`src/hdl/omw_pkg.sv`:
```
// shared constants, types and cosine table for the omni wheel mixer
package omw_pkg;

   // wheel count in use and the number of wheel ports
   localparam int WHEELS     = 4;
   localparam int MAX_WHEELS = 4;

   // fixed-point widths
   localparam int MAG_W   = 18;              // |v| with 8 fraction bits
   localparam int QUOT_W  = 16;              // scaled magnitude, at most 255.0
   localparam int DVD_W   = MAG_W + QUOT_W;  // |v| * full scale
   localparam int ANGLE_W = 9;

   // register stages from acceptance to result: 4 front end, peak, scale
   // product, one per quotient bit and the output register
   localparam int PIPE_DEPTH = 7 + QUOT_W;

   // 255.0 with 8 fraction bits
   localparam logic [QUOT_W-1:0] FULL_SCALE = 16'd65280;

   // direction codes
   localparam logic [1:0] DRIVE_STOP    = 2'd0;
   localparam logic [1:0] DRIVE_FORWARD = 2'd1;
   localparam logic [1:0] DRIVE_REVERSE = 2'd2;

   // register indexes
   localparam logic [1:0] REG_MOUNT_0 = 2'd0;
   localparam logic [1:0] REG_MOUNT_1 = 2'd1;
   localparam logic [1:0] REG_MOUNT_2 = 2'd2;
   localparam logic [1:0] REG_MOUNT_3 = 2'd3;

   // per wheel result of the front end
   typedef struct packed {
      logic             neg;
      logic [MAG_W-1:0] mag;
   } wheel_type;

   // data that rides along the divider
   typedef struct packed {
      logic             neg;
      logic [MAG_W-1:0] mag;
      logic             scale;
   } div_side_type;

   // round(32768*cos(d)) for d = 0..90, saturated to 32767, Q1.15
   localparam logic [15:0] COS_TABLE [0:90] = '{
      16'd32767, 16'd32763, 16'd32748, 16'd32723, 16'd32688, 16'd32643, 16'd32588,
      16'd32524, 16'd32449, 16'd32365, 16'd32270, 16'd32166, 16'd32052, 16'd31928,
      16'd31795, 16'd31651, 16'd31499, 16'd31336, 16'd31164, 16'd30983, 16'd30792,
      16'd30592, 16'd30382, 16'd30163, 16'd29935, 16'd29698, 16'd29452, 16'd29197,
      16'd28932, 16'd28660, 16'd28378, 16'd28088, 16'd27789, 16'd27482, 16'd27166,
      16'd26842, 16'd26510, 16'd26170, 16'd25822, 16'd25466, 16'd25102, 16'd24730,
      16'd24351, 16'd23965, 16'd23571, 16'd23170, 16'd22763, 16'd22348, 16'd21926,
      16'd21498, 16'd21063, 16'd20622, 16'd20174, 16'd19720, 16'd19261, 16'd18795,
      16'd18324, 16'd17847, 16'd17364, 16'd16877, 16'd16384, 16'd15886, 16'd15384,
      16'd14876, 16'd14365, 16'd13848, 16'd13328, 16'd12803, 16'd12275, 16'd11743,
      16'd11207, 16'd10668, 16'd10126, 16'd9580,  16'd9032,  16'd8481,  16'd7927,
      16'd7371,  16'd6813,  16'd6252,  16'd5690,  16'd5126,  16'd4560,  16'd3993,
      16'd3425,  16'd2856,  16'd2286,  16'd1715,  16'd1144,  16'd572,   16'd0
   };

endpackage

```
`src/hdl/omw_div.sv`:
```
// pipelined restoring divider, one quotient bit per stage
module omw_div (
   input  logic                          clock,
   input  logic                          advance,
   input  logic [omw_pkg::DVD_W-1:0]     dividend,
   input  logic [omw_pkg::MAG_W-1:0]     divisor,
   input  omw_pkg::div_side_type         side_in,
   output logic [omw_pkg::QUOT_W-1:0]    quotient,
   output omw_pkg::div_side_type         side_out
);
   import omw_pkg::*;

   logic [MAG_W-1:0]  rem_ff  [QUOT_W];
   logic [MAG_W-1:0]  rem_in  [QUOT_W];
   logic [QUOT_W-1:0] low_ff  [QUOT_W];
   logic [QUOT_W-1:0] quo_ff  [QUOT_W];
   logic [QUOT_W-1:0] quo_in  [QUOT_W];
   logic [MAG_W-1:0]  dsr_ff  [QUOT_W];
   div_side_type      side_ff [QUOT_W];

   logic [MAG_W-1:0]  src_rem [QUOT_W];
   logic [QUOT_W-1:0] src_low [QUOT_W];
   logic [QUOT_W-1:0] src_quo [QUOT_W];
   logic [MAG_W-1:0]  src_dsr [QUOT_W];
   div_side_type      src_side [QUOT_W];
   logic [MAG_W:0]    trial   [QUOT_W];
   logic              ge      [QUOT_W];

   // each stage shifts in one dividend bit and subtracts when it fits
   always_comb begin
      for (int i = 0; i < QUOT_W; i++) begin
         if (i == 0) begin
            src_rem[i]  = dividend[DVD_W-1:QUOT_W];
            src_low[i]  = dividend[QUOT_W-1:0];
            src_quo[i]  = '0;
            src_dsr[i]  = divisor;
            src_side[i] = side_in;
         end else begin
            src_rem[i]  = rem_ff[i-1];
            src_low[i]  = low_ff[i-1];
            src_quo[i]  = quo_ff[i-1];
            src_dsr[i]  = dsr_ff[i-1];
            src_side[i] = side_ff[i-1];
         end
         trial[i]  = {src_rem[i], src_low[i][QUOT_W-1-i]};
         ge[i]     = trial[i] >= {1'b0, src_dsr[i]};
         rem_in[i] = ge[i] ? MAG_W'(trial[i] - {1'b0, src_dsr[i]}) : trial[i][MAG_W-1:0];
         quo_in[i] = src_quo[i];
         quo_in[i][QUOT_W-1-i] = ge[i];
      end
   end

   always_ff @(posedge clock) begin
      if (advance) begin
         for (int i = 0; i < QUOT_W; i++) begin
            rem_ff[i]  <= rem_in[i];
            low_ff[i]  <= src_low[i];
            quo_ff[i]  <= quo_in[i];
            dsr_ff[i]  <= src_dsr[i];
            side_ff[i] <= src_side[i];
         end
      end
   end

   assign quotient = quo_ff[QUOT_W-1];
   assign side_out = side_ff[QUOT_W-1];

endmodule

```
`config.mk`:
```
export PLATFORM = sky130hd
export DESIGN_NAME = omw_div
export DESIGN_NICKNAME = d
export VERILOG_FILES = /design/src/hdl/omw_pkg.sv /design/src/hdl/omw_div.sv
export SDC_FILE = /design/constraint.sdc
export NUM_CORES = 1
export LEC_CHECK = 0
export BUFFER_PORTS_ARGS = -buffer_cell sky130_fd_sc_hd__buf_2
export CAP_MARGIN = 20
export CORE_MARGIN = 2
export CORE_UTILIZATION = 52
export CTS_CLUSTER_DIAMETER = 80
export DETAILED_ROUTE_END_ITERATION = 10
export MAX_ROUTING_LAYER = met4
export PLACE_DENSITY = 0.7
export SLEW_MARGIN = 20
export SYNTH_ARGS = -nofsm -noshare
export SYNTH_HDL_FRONTEND = slang
export SYNTH_SLANG_ARGS = --single-unit
```
`constraint.sdc`:
```
create_clock -name clock -period 3.55 [get_ports clock]
set_input_delay 0.355 -clock clock [delete_from_list [all_inputs] [get_ports clock]]
set_output_delay 0.355 -clock clock [all_outputs]
set_load 0.01 [all_outputs]
```
==> flow_metrics.py <==
metrics = {
    "global_route": {
        "gr-usage-all-layers_pct": 18.9,
        "antenna_found_initial": 0,
        "grt-ovfl-total": 0,
        "grt_pass1_vias": 29700,
        "grt_pass1_wl_um": 147000,
        "grt_max_degree": 115,
    },
    "finish": {
        "n_fill_cell": 7462,
        "drive_gt1_share_pct": 13.7,
        "syn_to_final_growth_pct": 13.9,
        "finalNetCount": 4319,
        "n_antenna_cell": 0,
    },
    "synth": {
        "synthCells": 3672,
        "syn_area_um2": 51000,
        "synth-compound-area-share_pct": 9.81,
        "yosys.area.top_type": "edfxtp_1",
        "syn_nets": 4049,
        "yosys_warnings": 0,
        "ys_seq_area_share_pct": 65.7,
        "avgSynthCellArea_um2": 13.9,
        "synth_top_area_share_pct": 65.7,
        "synth-seq-cells": 1116,
        "synth_xor_area_share_pct": 3.52,
        "synth_flop_cell": "edfxtp_1",
        "synth_adder_area_share_pct": 7.65,
        "synth_cell_types": 83,
        "synthSimpleGateAreaFrac_pct": 6.17,
        "synth_top_family_by_area": "compound AO/OA/AOI/OAI gates",
        "synth_edf_count": 1116,
        "synth_common_cells": "edfxtp_1 (1116), inv_1 (340), ha_1 (288)",
        "synth.top_cells.by_area": "edfxtp_1 (66%), ha_1 (7.1%), mux2_2 (3.0%), inv_1 (2.5%), a21oi_1 (2.4%)",
        "async_reset_ff_share_pct": 0,
        "synthMuxAreaShare_pct": 3.68,
        "yosys.cell_count.top_type": "edfxtp_1",
    },
    "floorplan": {
        "die_w_um": 317,
        "ios": 110,
        "rows": 114,
        "dieArea_um2": 101000,
        "start_util_pct": 52.6,
        "die_y_um": 317,
        "core_um2": 97000,
    },
    "place": {
        "port_buffers": 109,
        "dpl.hpwl_um": 64100,
        "place_congestion": 0.916,
    },
    "clocking": {
        "path_clk_slew_ns": 0.06,
        "cts-root-buf": "clkbuf_16",
        "cts_buffers": 112,
        "cts.sinks": 1116,
        "cts_tree": "yes",
        "h-tree-depth": 3,
        "clk_latency_ns": 0.70,
        "clk_path_buf_depth": 3,
        "post_cts_buffers": 0,
    },
    "timing": {
        "period_share_pct": 94.3,
        "final_hold_viol_count": 0,
        "drv_slew": 0,
        "setup_violations": 0,
        "fin_skew_ns": 0.0182,
        "tns_ns": 0,
        "period_minus_slack_ns": 3.35,
        "worstMarginPinSlew_ns": 0.992,
        "hold-worst-slack_ns": 0.128,
        "slew-limit-headroom_pct": 33.9,
        "max_freq_ghz": 0.299,
        "rsz0062_at_grt": "no",
    },
    "job": {
        "drv_cap": 0,
    },
    "setup_path": {
        "crit_chain": "inv_1 -> ha_1 -> inv_1 -> fa_1 -> a211oi_1 -> o21ai_0 -> a31oi_1 -> a21oi_1 -> and2_1 -> or4b_2 -> nand3_1 -> mux2_2",
        "path_buf_inv": 2,
        "reg2reg_to": "rem_ff[1][68]$_DFFE_PP_",
        "start_kind": "flip-flop",
        "crit_fanout": 4,
        "end_kind": "flip-flop",
        "arrival_ns": 3.92,
        "path_class": "reg -> reg",
        "critPathSlowestCell": "or4b_2",
        "reg2regPathDepth": 12,
        "cpMostUsedCell": "inv_1",
        "r2r_slack_ns": 0.20,
        "cp.depth": 12,
        "required_ns": 4.13,
        "critPathTopFamily": "compound AO/OA/AOI/OAI gates",
        "max_stage_delay_ns": 0.62,
        "rr_startpoint": "low_ff[1][36]$_DFFE_PP_",
    },
    "drt": {
        "wl_um": 91100,
        "dr_wl_met3_um": 3090,
        "vias": 28800,
        "drt_iter0_markers": 1509,
        "viasPerCell": 5.42,
        "post-route-drc-count": 0,
        "highest_layer": "met4",
        "drt_first_pass_iters": 7,
        "ant_nets": 0,
        "wl_met2_um": 49600,
        "wl_per_cell_um": 17.1,
        "met1Wirelength_um": 34400,
    },
    "power": {
        "power_frac_clock_pct": 25.9,
        "p_int_mw": 33.1,
        "p_sw_mw": 15.0,
        "leakage_nw": 22.5,
        "powerDensity_nw_per_um2": 827,
        "combPwrFrac_pct": 34.5,
        "switching_share_pct": 31.2,
        "seqPwrFrac_pct": 39.7,
        "peakVddDrop_mv": 0.490,
    },
    "hold_path": {
        "hp-start": "advance",
        "whs_endpoint": "rem_ff[1][109]$_DFFE_PP_",
        "min_path_cells": 1,
        "hold_path_class": "in -> reg",
    },
    "outcome": {
        "outcome": "finished clean",
    },
}
==> worst max-delay path by stage <==
stage	startpoint	to	slack, ns
final	low_ff[1][36]$_DFFE_PP_	rem_ff[1][68]$_DFFE_PP_	0.20
after detailed placement	low_ff[0][89]$_DFFE_PP_	rem_ff[0][124]$_DFFE_PP_	0.15
after floorplan	low_ff[0][104]$_DFFE_PP_	rem_ff[0][142]$_DFFE_PP_	0.37
after global placement	low_ff[0][104]$_DFFE_PP_	rem_ff[0][142]$_DFFE_PP_	0.19
after CTS	low_ff[0][89]$_DFFE_PP_	rem_ff[0][124]$_DFFE_PP_	0.14
after global routing	low_ff[1][36]$_DFFE_PP_	rem_ff[1][68]$_DFFE_PP_	0.005
==> power by group through the flow <==
stage | registers, mW | logic (mW) | clock network [mW]
2_1_floorplan | 18.8 | 12.7 | 0
3_3_place_gp | 19.3 | 16.0 | 0
3_5_place_dp | 19.3 | 16.3 | 0
4_1_cts | 19.1 | 16.5 | 12.8
5_1_grt | 19.3 | 18.5 | 13.3
6_report | 19.1 | 16.6 | 12.4
==> flip-flops by register name, summed over array words and instances, names as in the netlist <==
name,count
quo_ff,136
rem_ff,270
dsr_ff,270
low_ff,120
side_ff,320
==> per-layer routing <==
| layer | track usage, % | vias up |
|---|---|---|
| met2 | 35.1 | 569 |
| li1 | - | 14200 |
| met3 | 2.60 | 217 |
| met1 | 19.6 | 13800 |
| met4 | 9.08 | 0 |
| met5 | - | - |
==> what timing repair did <==
item | in CTS | in global routing
setup endpoints to repair | 0 | 7
endpoints found under the hold margin | 71 | 0
hold buffers | 71 | 0
gates resized for setup | 0 | 8
==> through the flow <==
step | area (um2) | std cells | power (mW) | utilization [%] | setup WS (ns)
5_1_grt | 58100 | 5315 | 51.1 | 59.9 | 0.00546
3_3_place_gp | 53400 | 5032 | 35.3 | 55.1 | 0.188
6_report | 58100 | 5315 | 48.1 | 59.9 | 0.203
2_1_floorplan | 51000 | 3672 | 31.5 | - | 0.373
3_5_place_dp | 53400 | 5032 | 35.6 | 55.1 | 0.153
4_1_cts | 58100 | 5314 | 48.3 | 59.9 | 0.140
==> area by class of cell <==
class	count	area, um2	share of cell area (%)
Tap cell	1276	1600	2.75
Timing Repair Buffer	247	2010	3.46
Sequential cell	1116	33500	57.6
Multi-Input combinational cell	2125	15800	27.2
Inverter	340	1280	2.20
Clock buffer	129	2870	4.93
Clock inverter	82	1080	1.87
==> placed cells by master, fill, tap and decap left out, types with 19 or more instances in the layout <==
cell | netlist | layout
a211oi_1 | 54 | 53
a21o_1 | 89 | 89
a21oi_1 | 248 | 246
a31oi_1 | 24 | 24
and3_1 | 22 | 22
buf_12 | 0 | 19
buf_2 | 8 | 108
buf_4 | 36 | 47
bufinv_16 | 0 | 22
clkbuf_16 | 0 | 112
clkinv_1 | 0 | 20
clkinv_2 | 0 | 21
dlygate4sd3_1 | 0 | 71
edfxtp_1 | 1116 | 1116
ha_1 | 288 | 288
inv_1 | 340 | 340
mux2_2 | 137 | 137
nand2_1 | 180 | 180
nand2b_1 | 31 | 31
nand3_1 | 47 | 47
nand4_1 | 43 | 43
nor2_1 | 189 | 188
nor2b_1 | 35 | 35
nor3_1 | 47 | 46
o21a_1 | 48 | 48
o21ai_0 | 188 | 188
o21bai_1 | 24 | 24
xnor2_1 | 123 | 123
xor2_1 | 82 | 82
==> cell families (layout without fill, tap and decap cells) <==
logic type,Yosys count,count (layout)
buf+inv,431,798
mux,163,163
compound gates,795,795
xor+xnor,205,205
flops,1116,1116
simple gates,659,659
fa+ha+maj,303,303
(Power assumes the default switching activity.)
