<file path="config.mk">
export PLATFORM = sky130hd
export DESIGN_NAME = omw_lane
export DESIGN_NICKNAME = d
export VERILOG_FILES = /design/src/hdl/omw_pkg.sv /design/src/hdl/omw_lane.sv
export SDC_FILE = /design/constraint.sdc
export NUM_CORES = 1
export LEC_CHECK = 0
export BUFFER_PORTS_ARGS = -buffer_cell sky130_fd_sc_hd__buf_2
export CORE_UTILIZATION = 50
export DETAILED_ROUTE_END_ITERATION = 8
export HOLD_SLACK_MARGIN = 0.12
export PLACE_DENSITY = 0.65
export RECOVER_POWER = 25
export SLEW_MARGIN = 20
export SYNTH_ARGS = -nofsm -noshare
export SYNTH_HDL_FRONTEND = slang
export SYNTH_SLANG_ARGS = --single-unit
</file>
<file path="constraint.sdc">
create_clock -name clock -period 19.57 [get_ports clock]
set_clock_uncertainty 0.15 [all_clocks]
set_input_delay 0.9785 -clock clock [delete_from_list [all_inputs] [get_ports clock]]
set_output_delay 0.9785 -clock clock [all_outputs]
set_load 0.01 [all_outputs]
</file>
<file path="src/hdl/omw_pkg.sv">
// shared constants, types and cosine table for the omni wheel mixer
package omw_pkg;

   // wheel count in use and the number of wheel ports
   localparam int WHEELS     = 4;
   localparam int MAX_WHEELS = 4;

   // fixed-point widths
   localparam int MAG_W   = 18;              // |v| with 8 fraction bits
   localparam int QUOT_W  = 16;              // scaled magnitude, at most 255.0
   localparam int DVD_W   = MAG_W + QUOT_W;  // |v| * full scale
   localparam int ANGLE_W = 9;

   // register stages from acceptance to result: 4 front end, peak, scale
   // product, one per quotient bit and the output register
   localparam int PIPE_DEPTH = 7 + QUOT_W;

   // 255.0 with 8 fraction bits
   localparam logic [QUOT_W-1:0] FULL_SCALE = 16'd65280;

   // direction codes
   localparam logic [1:0] DRIVE_STOP    = 2'd0;
   localparam logic [1:0] DRIVE_FORWARD = 2'd1;
   localparam logic [1:0] DRIVE_REVERSE = 2'd2;

   // register indexes
   localparam logic [1:0] REG_MOUNT_0 = 2'd0;
   localparam logic [1:0] REG_MOUNT_1 = 2'd1;
   localparam logic [1:0] REG_MOUNT_2 = 2'd2;
   localparam logic [1:0] REG_MOUNT_3 = 2'd3;

   // per wheel result of the front end
   typedef struct packed {
      logic             neg;
      logic [MAG_W-1:0] mag;
   } wheel_type;

   // data that rides along the divider
   typedef struct packed {
      logic             neg;
      logic [MAG_W-1:0] mag;
      logic             scale;
   } div_side_type;

   // round(32768*cos(d)) for d = 0..90, saturated to 32767, Q1.15
   localparam logic [15:0] COS_TABLE [0:90] = '{
      16'd32767, 16'd32763, 16'd32748, 16'd32723, 16'd32688, 16'd32643, 16'd32588,
      16'd32524, 16'd32449, 16'd32365, 16'd32270, 16'd32166, 16'd32052, 16'd31928,
      16'd31795, 16'd31651, 16'd31499, 16'd31336, 16'd31164, 16'd30983, 16'd30792,
      16'd30592, 16'd30382, 16'd30163, 16'd29935, 16'd29698, 16'd29452, 16'd29197,
      16'd28932, 16'd28660, 16'd28378, 16'd28088, 16'd27789, 16'd27482, 16'd27166,
      16'd26842, 16'd26510, 16'd26170, 16'd25822, 16'd25466, 16'd25102, 16'd24730,
      16'd24351, 16'd23965, 16'd23571, 16'd23170, 16'd22763, 16'd22348, 16'd21926,
      16'd21498, 16'd21063, 16'd20622, 16'd20174, 16'd19720, 16'd19261, 16'd18795,
      16'd18324, 16'd17847, 16'd17364, 16'd16877, 16'd16384, 16'd15886, 16'd15384,
      16'd14876, 16'd14365, 16'd13848, 16'd13328, 16'd12803, 16'd12275, 16'd11743,
      16'd11207, 16'd10668, 16'd10126, 16'd9580,  16'd9032,  16'd8481,  16'd7927,
      16'd7371,  16'd6813,  16'd6252,  16'd5690,  16'd5126,  16'd4560,  16'd3993,
      16'd3425,  16'd2856,  16'd2286,  16'd1715,  16'd1144,  16'd572,   16'd0
   };

endpackage

</file>
<file path="src/hdl/omw_lane.sv">
// per wheel front end: angle, cosine lookup, product, rounding and correction
module omw_lane (
   input  logic                            clock,
   input  logic                            advance,
   input  logic [7:0]                      speed,
   input  logic [omw_pkg::ANGLE_W-1:0]     heading,
   input  logic signed [8:0]               correction,
   input  logic [omw_pkg::ANGLE_W-1:0]     mount_angle,
   output omw_pkg::wheel_type              wheel
);
   import omw_pkg::*;

   logic [ANGLE_W-1:0] angle_ff, angle_in;
   logic [7:0]         speed1_ff, speed2_ff;
   logic signed [8:0]  corr1_ff, corr2_ff, corr3_ff;
   logic signed [16:0] cos_ff, cos_in;
   logic signed [24:0] prod_ff, prod_in;
   wheel_type          wheel_ff, wheel_in;

   logic [9:0]         sum;
   logic [ANGLE_W-1:0] idx;
   logic               cos_neg;
   logic signed [25:0] prod_full;
   logic [22:0]        prod_mag;
   logic [15:0]        rnd;
   logic signed [18:0] rnd_s, corr_s, v;

   // angle sum reduced mod 360
   always_comb begin
      sum = {1'b0, heading} + {1'b0, mount_angle};
      if (sum >= 10'd720) begin
         angle_in = ANGLE_W'(sum - 10'd720);
      end else if (sum >= 10'd360) begin
         angle_in = ANGLE_W'(sum - 10'd360);
      end else begin
         angle_in = sum[ANGLE_W-1:0];
      end
   end

   // quarter-wave fold and table read
   always_comb begin
      if (angle_ff <= 9'd90) begin
         idx = angle_ff;
         cos_neg = 1'b0;
      end else if (angle_ff <= 9'd180) begin
         idx = 9'd180 - angle_ff;
         cos_neg = 1'b1;
      end else if (angle_ff <= 9'd270) begin
         idx = angle_ff - 9'd180;
         cos_neg = 1'b1;
      end else begin
         idx = 9'd360 - angle_ff;
         cos_neg = 1'b0;
      end
      cos_in = cos_neg ? -$signed({1'b0, COS_TABLE[idx[6:0]]})
                       :  $signed({1'b0, COS_TABLE[idx[6:0]]});
   end

   // cosine times speed
   always_comb begin
      prod_full = cos_ff * $signed({1'b0, speed2_ff});
      prod_in   = prod_full[24:0];
   end

   // round to 8 fraction bits and add correction
   always_comb begin
      prod_mag = prod_ff[24] ? 23'(-prod_ff) : prod_ff[22:0];
      rnd      = 16'((24'(prod_mag) + 24'd64) >> 7);
      rnd_s    = prod_ff[24] ? -$signed({3'b0, rnd}) : $signed({3'b0, rnd});
      corr_s   = $signed({{2{corr3_ff[8]}}, corr3_ff, 8'b0});
      v        = rnd_s + corr_s;
      wheel_in.neg = v[18];
      wheel_in.mag = v[18] ? MAG_W'(-v) : v[MAG_W-1:0];
   end

   always_ff @(posedge clock) begin
      if (advance) begin
         angle_ff  <= angle_in;
         speed1_ff <= speed;
         corr1_ff  <= correction;
         cos_ff    <= cos_in;
         speed2_ff <= speed1_ff;
         corr2_ff  <= corr1_ff;
         prod_ff   <= prod_in;
         corr3_ff  <= corr2_ff;
         wheel_ff  <= wheel_in;
      end
   end

   assign wheel = wheel_ff;

endmodule

</file>
==> run summary, run 1 <==
reg2reg end: wheel[14]$_DFFE_PP_
Area after DPL: 14600 um2
layout cells sized above 1: 8.43%
Slew @ Worst Pin: 2.17 ns
Die W: 169 um
Die H: 169 um
Max Clk Rate: 131 MHz
r2r startpoint: prod_ff[24]$_DFFE_PP_
Detailed Routing Iterations Pass 1: 6
CP startpoint kind: register
largest net degree at the start of global routing: 75
core area: 27200 um2
Detail Route Antenna Nets: 0
final non-filler cell area: 14900 um2
final setup fails: 0
Hold Path Depth: 0
fin nets: 1778
Hold Buf Count CTS: 0
largest cells by area after synthesis: edfxtp_1, fa_1, ha_1
Synth Net Count: 1768
Root Driver: clkbuf_16
Ant. Diodes: 0
Max Buffers Root-to-Sink: 2
CTS tree: done
clock sinks: 112
via count: 11252
worst setup margin: 11.96 ns
worst setup path start: prod_ff[24]$_DFFE_PP_
ys async rst share: 0%
global route overflow: 0
worst skew pair latency: 0.36 ns
clk slew on worst S/H paths: 0.08 ns
Detailed Route WL: 32.5 mm
part of the Yosys area used for sequential elements: 24.0%
slowest stage delay, CP: 0.66 ns
GRT Total Usage: 23.5%
crit path kind: reg2reg
full die area: 28700 um2
flop2flop setup slack: 11.96 ns
Main synth FF type: edfxtp_1
relative slew slack: -44.8%
Hold Path Origin: corr1_ff[8]$_DFFE_PP_
crit path DAT: 7.57 ns
Initial Util: 51.5%
post-synthesis cell area: 14000 um2
Mapped Avg Cell Area: 9.23 um2
Netlist cell types: 97
Yosys top cell by area: edfxtp_1
#FFs+latches synth: 112
# DRC: 0
first-pass GRT wire length: 54.7 mm
Yosys warnings: 0
HP Class: reg2reg
synth-to-layout area growth: 6.17%
Top delay family on crit path: compound AO/OA/AOI/OAI gates
Wirelength per Cell: 17.1 um
Setup Buffers After CTS: 0
Row Count: 60
CTS buffer count: 9
IO Count: 56
EDFF count, synth: 112
R2R depth: 26
CP max FO: 42
CP max stage cell: or4_1
Setup TNS: 0 ns
max-cap violations: 1
post_cts resized: 0
final hold violations: 0
vias in the first global route: 11217
DP HPWL: 24.7 mm
H-tree depth: 3
post-route clock period utilization: 38.9%
initial antenna violation count: 0
Vias per Instance: 5.92
hold path endpoint: corr2_ff[8]$_DFFE_PP_
Slew Limit Fails: 40
outcome: finished with violations
top cell type's share of synthesized area: 24.0%
GP Congestion: 0.953
pre-CTS WS: 11.97 ns
post-layout min period: 7.61 ns
IO Port Bufs: 55
Syn Inst Count: 1515
commonest non-fill, non-tap cell in the layout: inv_1
DR iter-0 viols: 942
commonest cells after routing, fill and taps aside: inv_1, nand2_1, edfxtp_1
CP required: 19.53 ns
Crit path top cell by count: xnor2_1
RSZ-0062 raised after global routing: no
sum of buffers and inverters on the critical path: 3
failing checks: max-capacitance violations, max-slew violations
CP endpoint kind: register
area by class of cell:
type / count / area [um2]
fill: 2462 / 12300
multi-input combinational: 1138 / 9610
sequential: 112 / 3360
inverter: 193 / 724
tap: 372 / 465
timing repair buffer: 71 / 394
clock buffer: 10 / 229
clock inverter: 6 / 62.6
flip-flops by register name, summed over array words and instances, names as in the netlist:
signal / cells
angle_ff: 9
corr1_ff: 9
corr2_ff: 9
corr3_ff: 9
cos_ff: 17
prod_ff: 24
speed1_ff: 8
speed2_ff: 8
wheel: 19
synth_stat cells, drive strengths merged (9+ instances only):
cell type	n
inv	191
nand2	120
edfxtp	112
fa	109
ha	107
and2	97
xnor2	82
o21ai	66
a21oi	62
nor2	62
clkbuf	51
nor3	31
o211ai	29
nand3	27
a31oi	22
buf	21
xor2	21
a21o	20
a211oi	19
nand4	17
or3	16
o31ai	15
mux2i	14
nand2b	12
and3	9
o22ai	9
o311ai	9
routing by layer:
layer / track usage [%] / share of wire, % / vias up
li1: - / - / 5363
met1: 28.1 / 41 / 5439
met2: 42.1 / 50 / 359
met3: 3.40 / 5.3 / 91
met4: 9.95 / 3.6 / 0
met5: 0 / 0 / -
metrics by stage:
stage	utilization (%)	hold WS, ns	std cells
CTS	54.7	0.263	1902
detailed placement	53.6	0.255	1886
finish	54.7	0.265	1902
global route	54.7	0.267	1902
floorplan	-	0.250	1515
global placement	53.6	0.250	1886
worst max-delay path by stage:
stage,endpoint,slack [ns],depth (start not counted)
after CTS,wheel[16]$_DFFE_PP_,11.95,26
final,wheel[14]$_DFFE_PP_,11.96,26
after global placement,wheel[10]$_DFFE_PP_,12.07,26
after floorplan,wheel[15]$_DFFE_PP_,12.95,28
after global routing,wheel[10]$_DFFE_PP_,11.27,26
after detailed placement,wheel[13]$_DFFE_PP_,11.97,26
cells by family (layout without fill, tap and decap cells):
kind of cell / Yosys count / in the layout / share of synthesized area, %
AND/OR/NAND/NOR: 437 / 437 / 16.5
AO/OA/AOI/OAI: 362 / 362 / 18.7
buffers and inverters: 265 / 280 / 7.35
XOR/XNOR: 104 / 104 / 6.73
multiplexers: 19 / 19 / 1.48
flip-flops: 112 / 112 / 24.0
adder cells (fa/ha/maj): 216 / 216 / 25.2
Power of run 1 is left out: the tool's default activity adds up to more than one toggle a clock period on the data nets, which glitch-free logic cannot reach.
==> run 2: changes to the inputs <==
- ABC_AREA: default -> 1
- clock period: 19.57 -> 7.6 ns (I/O delays scaled with it)
==> run summary, run 2 <==
Main synth FF type: edfxtp_1
CTS tree: done
hold path endpoint: angle_ff[0]$_DFFE_PP_
Yosys warnings: 0 (unchanged)
largest net degree at the start of global routing: 71 (-5.3%)
commonest non-fill, non-tap cell in the layout: nand2_1
HP Class: in2reg
CTS buffer count: 9 (unchanged)
commonest cells after routing, fill and taps aside: nand2_1, inv_1, nand3_1
synth-to-layout area growth: 6.10% (about the same)
H-tree depth: 3 (unchanged)
RSZ-0062 raised after global routing: no
reg2reg end: prod_ff[24]$_DFFE_PP_
Die W: 172 um (+1.8%)
Root Driver: clkbuf_16
CP required: 7.57 ns (-11.96 ns)
Synth top cells by count: nand2_1, inv_1, nand3_1
final hold violations: 0 (unchanged)
CP max FO: 17 (-60%)
Detail Route Antenna Nets: 0 (unchanged)
worst hold slack: 0.181 ns (-0.0838 ns)
Initial Util: 51.5% (about the same)
crit path kind: reg2reg
IO Port Bufs: 55 (unchanged)
Die H: 172 um (+1.8%)
Slew Limit Fails: 44 (+10%)
layout cells sized above 1: 9.38% (+0.95 points)
Syn Inst Count: 1967 (+30%)
Detailed Route WL: 32.1 mm (-1.3%)
GP Congestion: 0.922 (-3.2%)
Vias per Instance: 5.07 (-14%)
Netlist cell types: 46 (-53%)
final setup fails: 0 (unchanged)
crit path DAT: 5.63 ns (-1.94 ns)
max-cap violations: 1 (unchanged)
#FFs+latches synth: 112 (unchanged)
largest cells by area after synthesis: edfxtp_1, fa_1, nand2_1
outcome: finished with violations
GRT Total Usage: 23.0% (-0.49 points)
Hold Buf Count CTS: 17 (+17)
r2r startpoint: speed2_ff[1]$_DFFE_PP_
clock sinks: 112 (unchanged)
Row Count: 61 (+1.7%)
Setup TNS: 0 ns (unchanged)
core area: 28200 um2 (+3.6%)
Setup Buffers After CTS: 0 (unchanged)
Synth Net Count: 2220 (+26%)
Max Clk Rate: 177 MHz (+35%)
part of the Yosys area used for sequential elements: 23.2% (-0.85 points)
Wirelength per Cell: 13.5 um (-21%)
vias in the first global route: 11708 (+4.4%)
most frequent cell after synthesis: nand2_1
Ant. Diodes: 0 (unchanged)
IO Count: 56 (unchanged)
clk slew on worst S/H paths: 0.08 ns (about the same)
relative slew slack: -57.0% (-12 points)
initial antenna violation count: 0 (unchanged)
EDFF count, synth: 112 (unchanged)
CP startpoint kind: register
Hold Path Origin: mount_angle[0]
fin nets: 2241 (+26%)
post-layout min period: 5.66 ns (-1.96 ns)
worst skew pair latency: 0.37 ns (about the same)
full die area: 29700 um2 (+3.6%)
Mapped Avg Cell Area: 7.37 um2 (-20%)
ys async rst share: 0% (unchanged)
CP endpoint kind: register
failing checks: max-capacitance violations, max-slew violations
Hold Path Depth: 2 (+2)
DR iter-0 viols: 736 (-22%)
# DRC: 0 (unchanged)
post-synthesis cell area: 14500 um2 (+3.7%)
Reg with most FFs: prod_ff
DP HPWL: 25.3 mm (+2.2%)
first-pass GRT wire length: 54.6 mm (about the same)
Max Buffers Root-to-Sink: 2 (unchanged)
top cell type's share of synthesized area: 23.2% (-0.85 points)
R2R depth: 20 (-23%)
Yosys top cell by area: edfxtp_1
post-route clock period utilization: 74.4% (+36 points)
Detailed Routing Iterations Pass 1: 5 (-1)
Slew @ Worst Pin: 2.36 ns (+0.184 ns)
flop2flop setup slack: 1.94 ns (-10.01 ns)
number of flip-flops in the largest register: 24 (unchanged)
via count: 12013 (+6.8%)
post_cts resized: 0 (unchanged)
global route overflow: 0 (unchanged)
run 2: stage by stage:
step                cells  util [%]  area (um2)  worst slack, ns
global placement     2338      53.0       14900             2.08
finish               2371      54.6       15400             1.94
global route         2371      54.6       15400             1.38
detailed placement   2338      53.0       14900             1.96
floorplan            1967         -       14500             2.37
CTS                  2371      54.7       15400             1.94
run 2: cell families (layout without fill, tap and decap cells):
kind of cell,after synthesis,count (layout),share of synthesized area (%)
flip-flops,112,112,23.2
AND/OR/NAND/NOR,954,954,28.7
adder cells (fa/ha/maj),216,216,24.3
XOR/XNOR,85,85,5.60
buffers and inverters,451,477,12.5
AO/OA/AOI/OAI,149,149,5.75
run 2: area by class of cell:
class / count / area, um2
timing repair buffer: 77 / 482
inverter: 384 / 1440
clock inverter: 7 / 73.8
multi-input combinational: 1404 / 9330
tap: 378 / 473
clock buffer: 9 / 225
sequential: 112 / 3360
fill: 2649 / 12800
run 2: critical path, stage by stage, from the launching register on:
cell and delay, ns:
edfxtp_1 0.75, nand2_1 0.18, fa_1 0.53, inv_1 0.05
fa_1 0.49, inv_1 0.05, fa_1 0.47, fa_1 0.54
inv_1 0.04, ha_1 0.33, a21o_1 0.17, a31oi_1 0.34
inv_1 0.08, a21oi_1 0.24, o21ai_0 0.18, a31oi_1 0.26
o21ai_0 0.17, a21oi_1 0.15, nor2_1 0.05, nor2_1 0.11
xor2_1 0.08
run 2: how the worst max path moves through the flow:
stage                                        to  cells after the start                   start  slack, ns
after floorplan           prod_ff[24]$_DFFE_PP_                     23  speed2_ff[2]$_DFFE_PP_       2.37
after global placement      wheel[16]$_DFFE_PP_                     33    prod_ff[6]$_DFFE_PP_       2.08
after detailed placement  prod_ff[24]$_DFFE_PP_                     20  speed2_ff[1]$_DFFE_PP_       1.96
after CTS                 prod_ff[24]$_DFFE_PP_                     20  speed2_ff[1]$_DFFE_PP_       1.94
after global routing        wheel[16]$_DFFE_PP_                     33    prod_ff[6]$_DFFE_PP_       1.38
final                     prod_ff[24]$_DFFE_PP_                     20  speed2_ff[1]$_DFFE_PP_       1.94
run 2: per-layer routing:
layer,routed length (um),up-vias,track usage [%],share of wire [%]
li1,-,6104,-,-
met5,0,-,0,0
met4,644,0,6.85,2.0
met2,15900,229,41.4,49
met3,1010,43,2.40,3.1
met1,14600,5637,29.0,45
Power of run 2 is left out for the same reason.
==> run 3: changes to the inputs <==
- clock period: 7.6 -> 5.3 ns (I/O delays scaled with it)
==> run summary, run 3 (same netlist as run 2, synthesis figures left out) <==
CP max FO: 12 (-5)
core area: 28200 um2 (unchanged)
relative slew slack: -60.2% (-3.2 points)
number of flip-flops in the largest register: 24 (unchanged)
CP required: 5.28 ns (-2.29 ns)
CP max stage cell: edfxtp_1
Row Count: 61 (unchanged)
Detailed Routing Iterations Pass 1: 5 (unchanged)
CP startpoint kind: register
Vias per Instance: 5.06 (-0.14%)
layout cells sized above 1: 15.7% (+6.4 points)
RSZ-0062 raised after global routing: yes
commonest cells after routing, fill and taps aside: nand2_1, inv_1, nand3_1
clock sinks: 112 (unchanged)
IO Port Bufs: 55 (unchanged)
IO Count: 56 (unchanged)
full die area: 29700 um2 (unchanged)
Wirelength per Cell: 13.7 um (+0.99%)
Max Clk Rate: 194 MHz (+9.9%)
max-cap violations: 1 (unchanged)
Area after DPL: 15300 um2 (+2.6%)
CTS tree: done
commonest non-fill, non-tap cell in the layout: nand2_1
outcome: finished with violations
worst hold slack: 0.261 ns (+0.0802 ns)
DR iter-0 viols: 674 (-8.4%)
via count: 12426 (+3.4%)
vias in the first global route: 12048 (+2.9%)
Slew @ Worst Pin: 2.40 ns (+0.0483 ns)
final setup fails: 0 (unchanged)
final hold violations: 0 (unchanged)
GP Congestion: 0.904 (-2.0%)
Slew Limit Fails: 44 (unchanged)
Reg with most FFs: prod_ff
GRT Total Usage: 23.5% (+0.48 points)
Multi-input gate area: 9620 um2 (+3.2%)
Ant. Diodes: 0 (unchanged)
H-tree depth: 3 (unchanged)
DP HPWL: 26.1 mm (+3.4%)
Reg area: 3360 um2 (unchanged)
pre-CTS WS: -0.0689 ns (-2.03 ns)
Die W: 172 um (unchanged)
FILL cells: 2556 (-3.5%)
failing checks: max-capacitance violations, max-slew violations
crit path kind: reg2reg
slowest stage delay, CP: 0.40 ns (-0.35 ns)
first-pass GRT wire length: 55.6 mm (+1.8%)
Max Buffers Root-to-Sink: 2 (unchanged)
Crit path top cell by count: nand2_2
Detailed Route WL: 33.6 mm (+4.6%)
CP endpoint kind: register
largest net degree at the start of global routing: 71 (unchanged)
worst skew pair latency: 0.36 ns (about the same)
worst setup margin: 0.153 ns (-1.79 ns)
CTS buffer count: 9 (unchanged)
Die H: 172 um (unchanged)
Root Driver: clkbuf_16
final non-filler cell area: 16500 um2 (+7.1%)
clk slew on worst S/H paths: 0.08 ns (about the same)
fin nets: 2326 (+3.8%)
# DRC: 0 (unchanged)
crit path DAT: 5.13 ns (-0.50 ns)
global route overflow: 0 (unchanged)
Detail Route Antenna Nets: 0 (unchanged)
Initial Util: 51.5% (unchanged)
initial antenna violation count: 0 (unchanged)
synth-to-layout area growth: 13.6%
post-route clock period utilization: 97.1% (+23 points)
HP Class: reg2reg
post-layout min period: 5.15 ns (-0.508 ns)
[run 3: critical path, delay by kind of cell, from the launching register on]
kind                     cells  cell delay, ns
buffers and inverters        5            0.45
flip-flops                   1            0.40
XOR/XNOR                     3            0.52
adder cells (fa/ha/maj)      4            0.91
AND/OR/NAND/NOR             19            1.93
AO/OA/AOI/OAI                5            0.56
[run 3: repair_timing]
| action | CTS | global route |
|---|---|---|
| resized for setup | 1 | 84 |
| gates cloned | 0 | 1 |
| pin swaps | 0 | 41 |
| setup buffers | 6 | 31 |
| setup endpoints to repair | 2 | 23 |
| hold buffers | 19 | 0 |
| endpoints found under the hold margin | 18 | 0 |
[run 3: path summary, 6_finish.rpt]
kind,from,endpoint,slack [ns],depth (start not counted)
setup reg to reg,prod_ff[4]$_DFFE_PP_,wheel[14]$_DFFE_PP_,0.15,36
setup / recovery,prod_ff[4]$_DFFE_PP_,wheel[14]$_DFFE_PP_,0.15,36
hold reg to reg,corr2_ff[0]$_DFFE_PP_,corr3_ff[0]$_DFFE_PP_,0.26,0
hold / removal,corr2_ff[0]$_DFFE_PP_,corr3_ff[0]$_DFFE_PP_,0.26,0
[run 3: metrics by stage]
stage,cells,util (%),TNS [ns]
6_report,2456,58.5,0
5_1_grt,2456,58.5,-2.91
4_1_cts,2424,56.4,0
3_5_place_dp,2383,54.4,-0.114
3_3_place_gp,2383,54.4,0
2_1_floorplan,1967,-,0
[run 3: final cells by class]
| class | count | area share, % |
|---|---|---|
| multi-input cells | 1404 | 58.4 |
| clock inverters | 5 | 0.539 |
| repair buffers | 162 | 7.59 |
| well taps | 378 | 2.87 |
| flip-flops and latches | 112 | 20.4 |
| inverters | 384 | 8.77 |
| clock buffers | 11 | 1.41 |
[run 3: per-layer routing]
layer / track usage (%) / vias to the layer above / wire [um]
met5: 0 / - / 0
met4: 8.00 / 0 / 861
met3: 2.82 / 44 / 1490
met2: 43.7 / 307 / 17100
met1: 27.7 / 5803 / 14100
li1: - / 6272 / -
Power of run 3 is left out for the same reason.
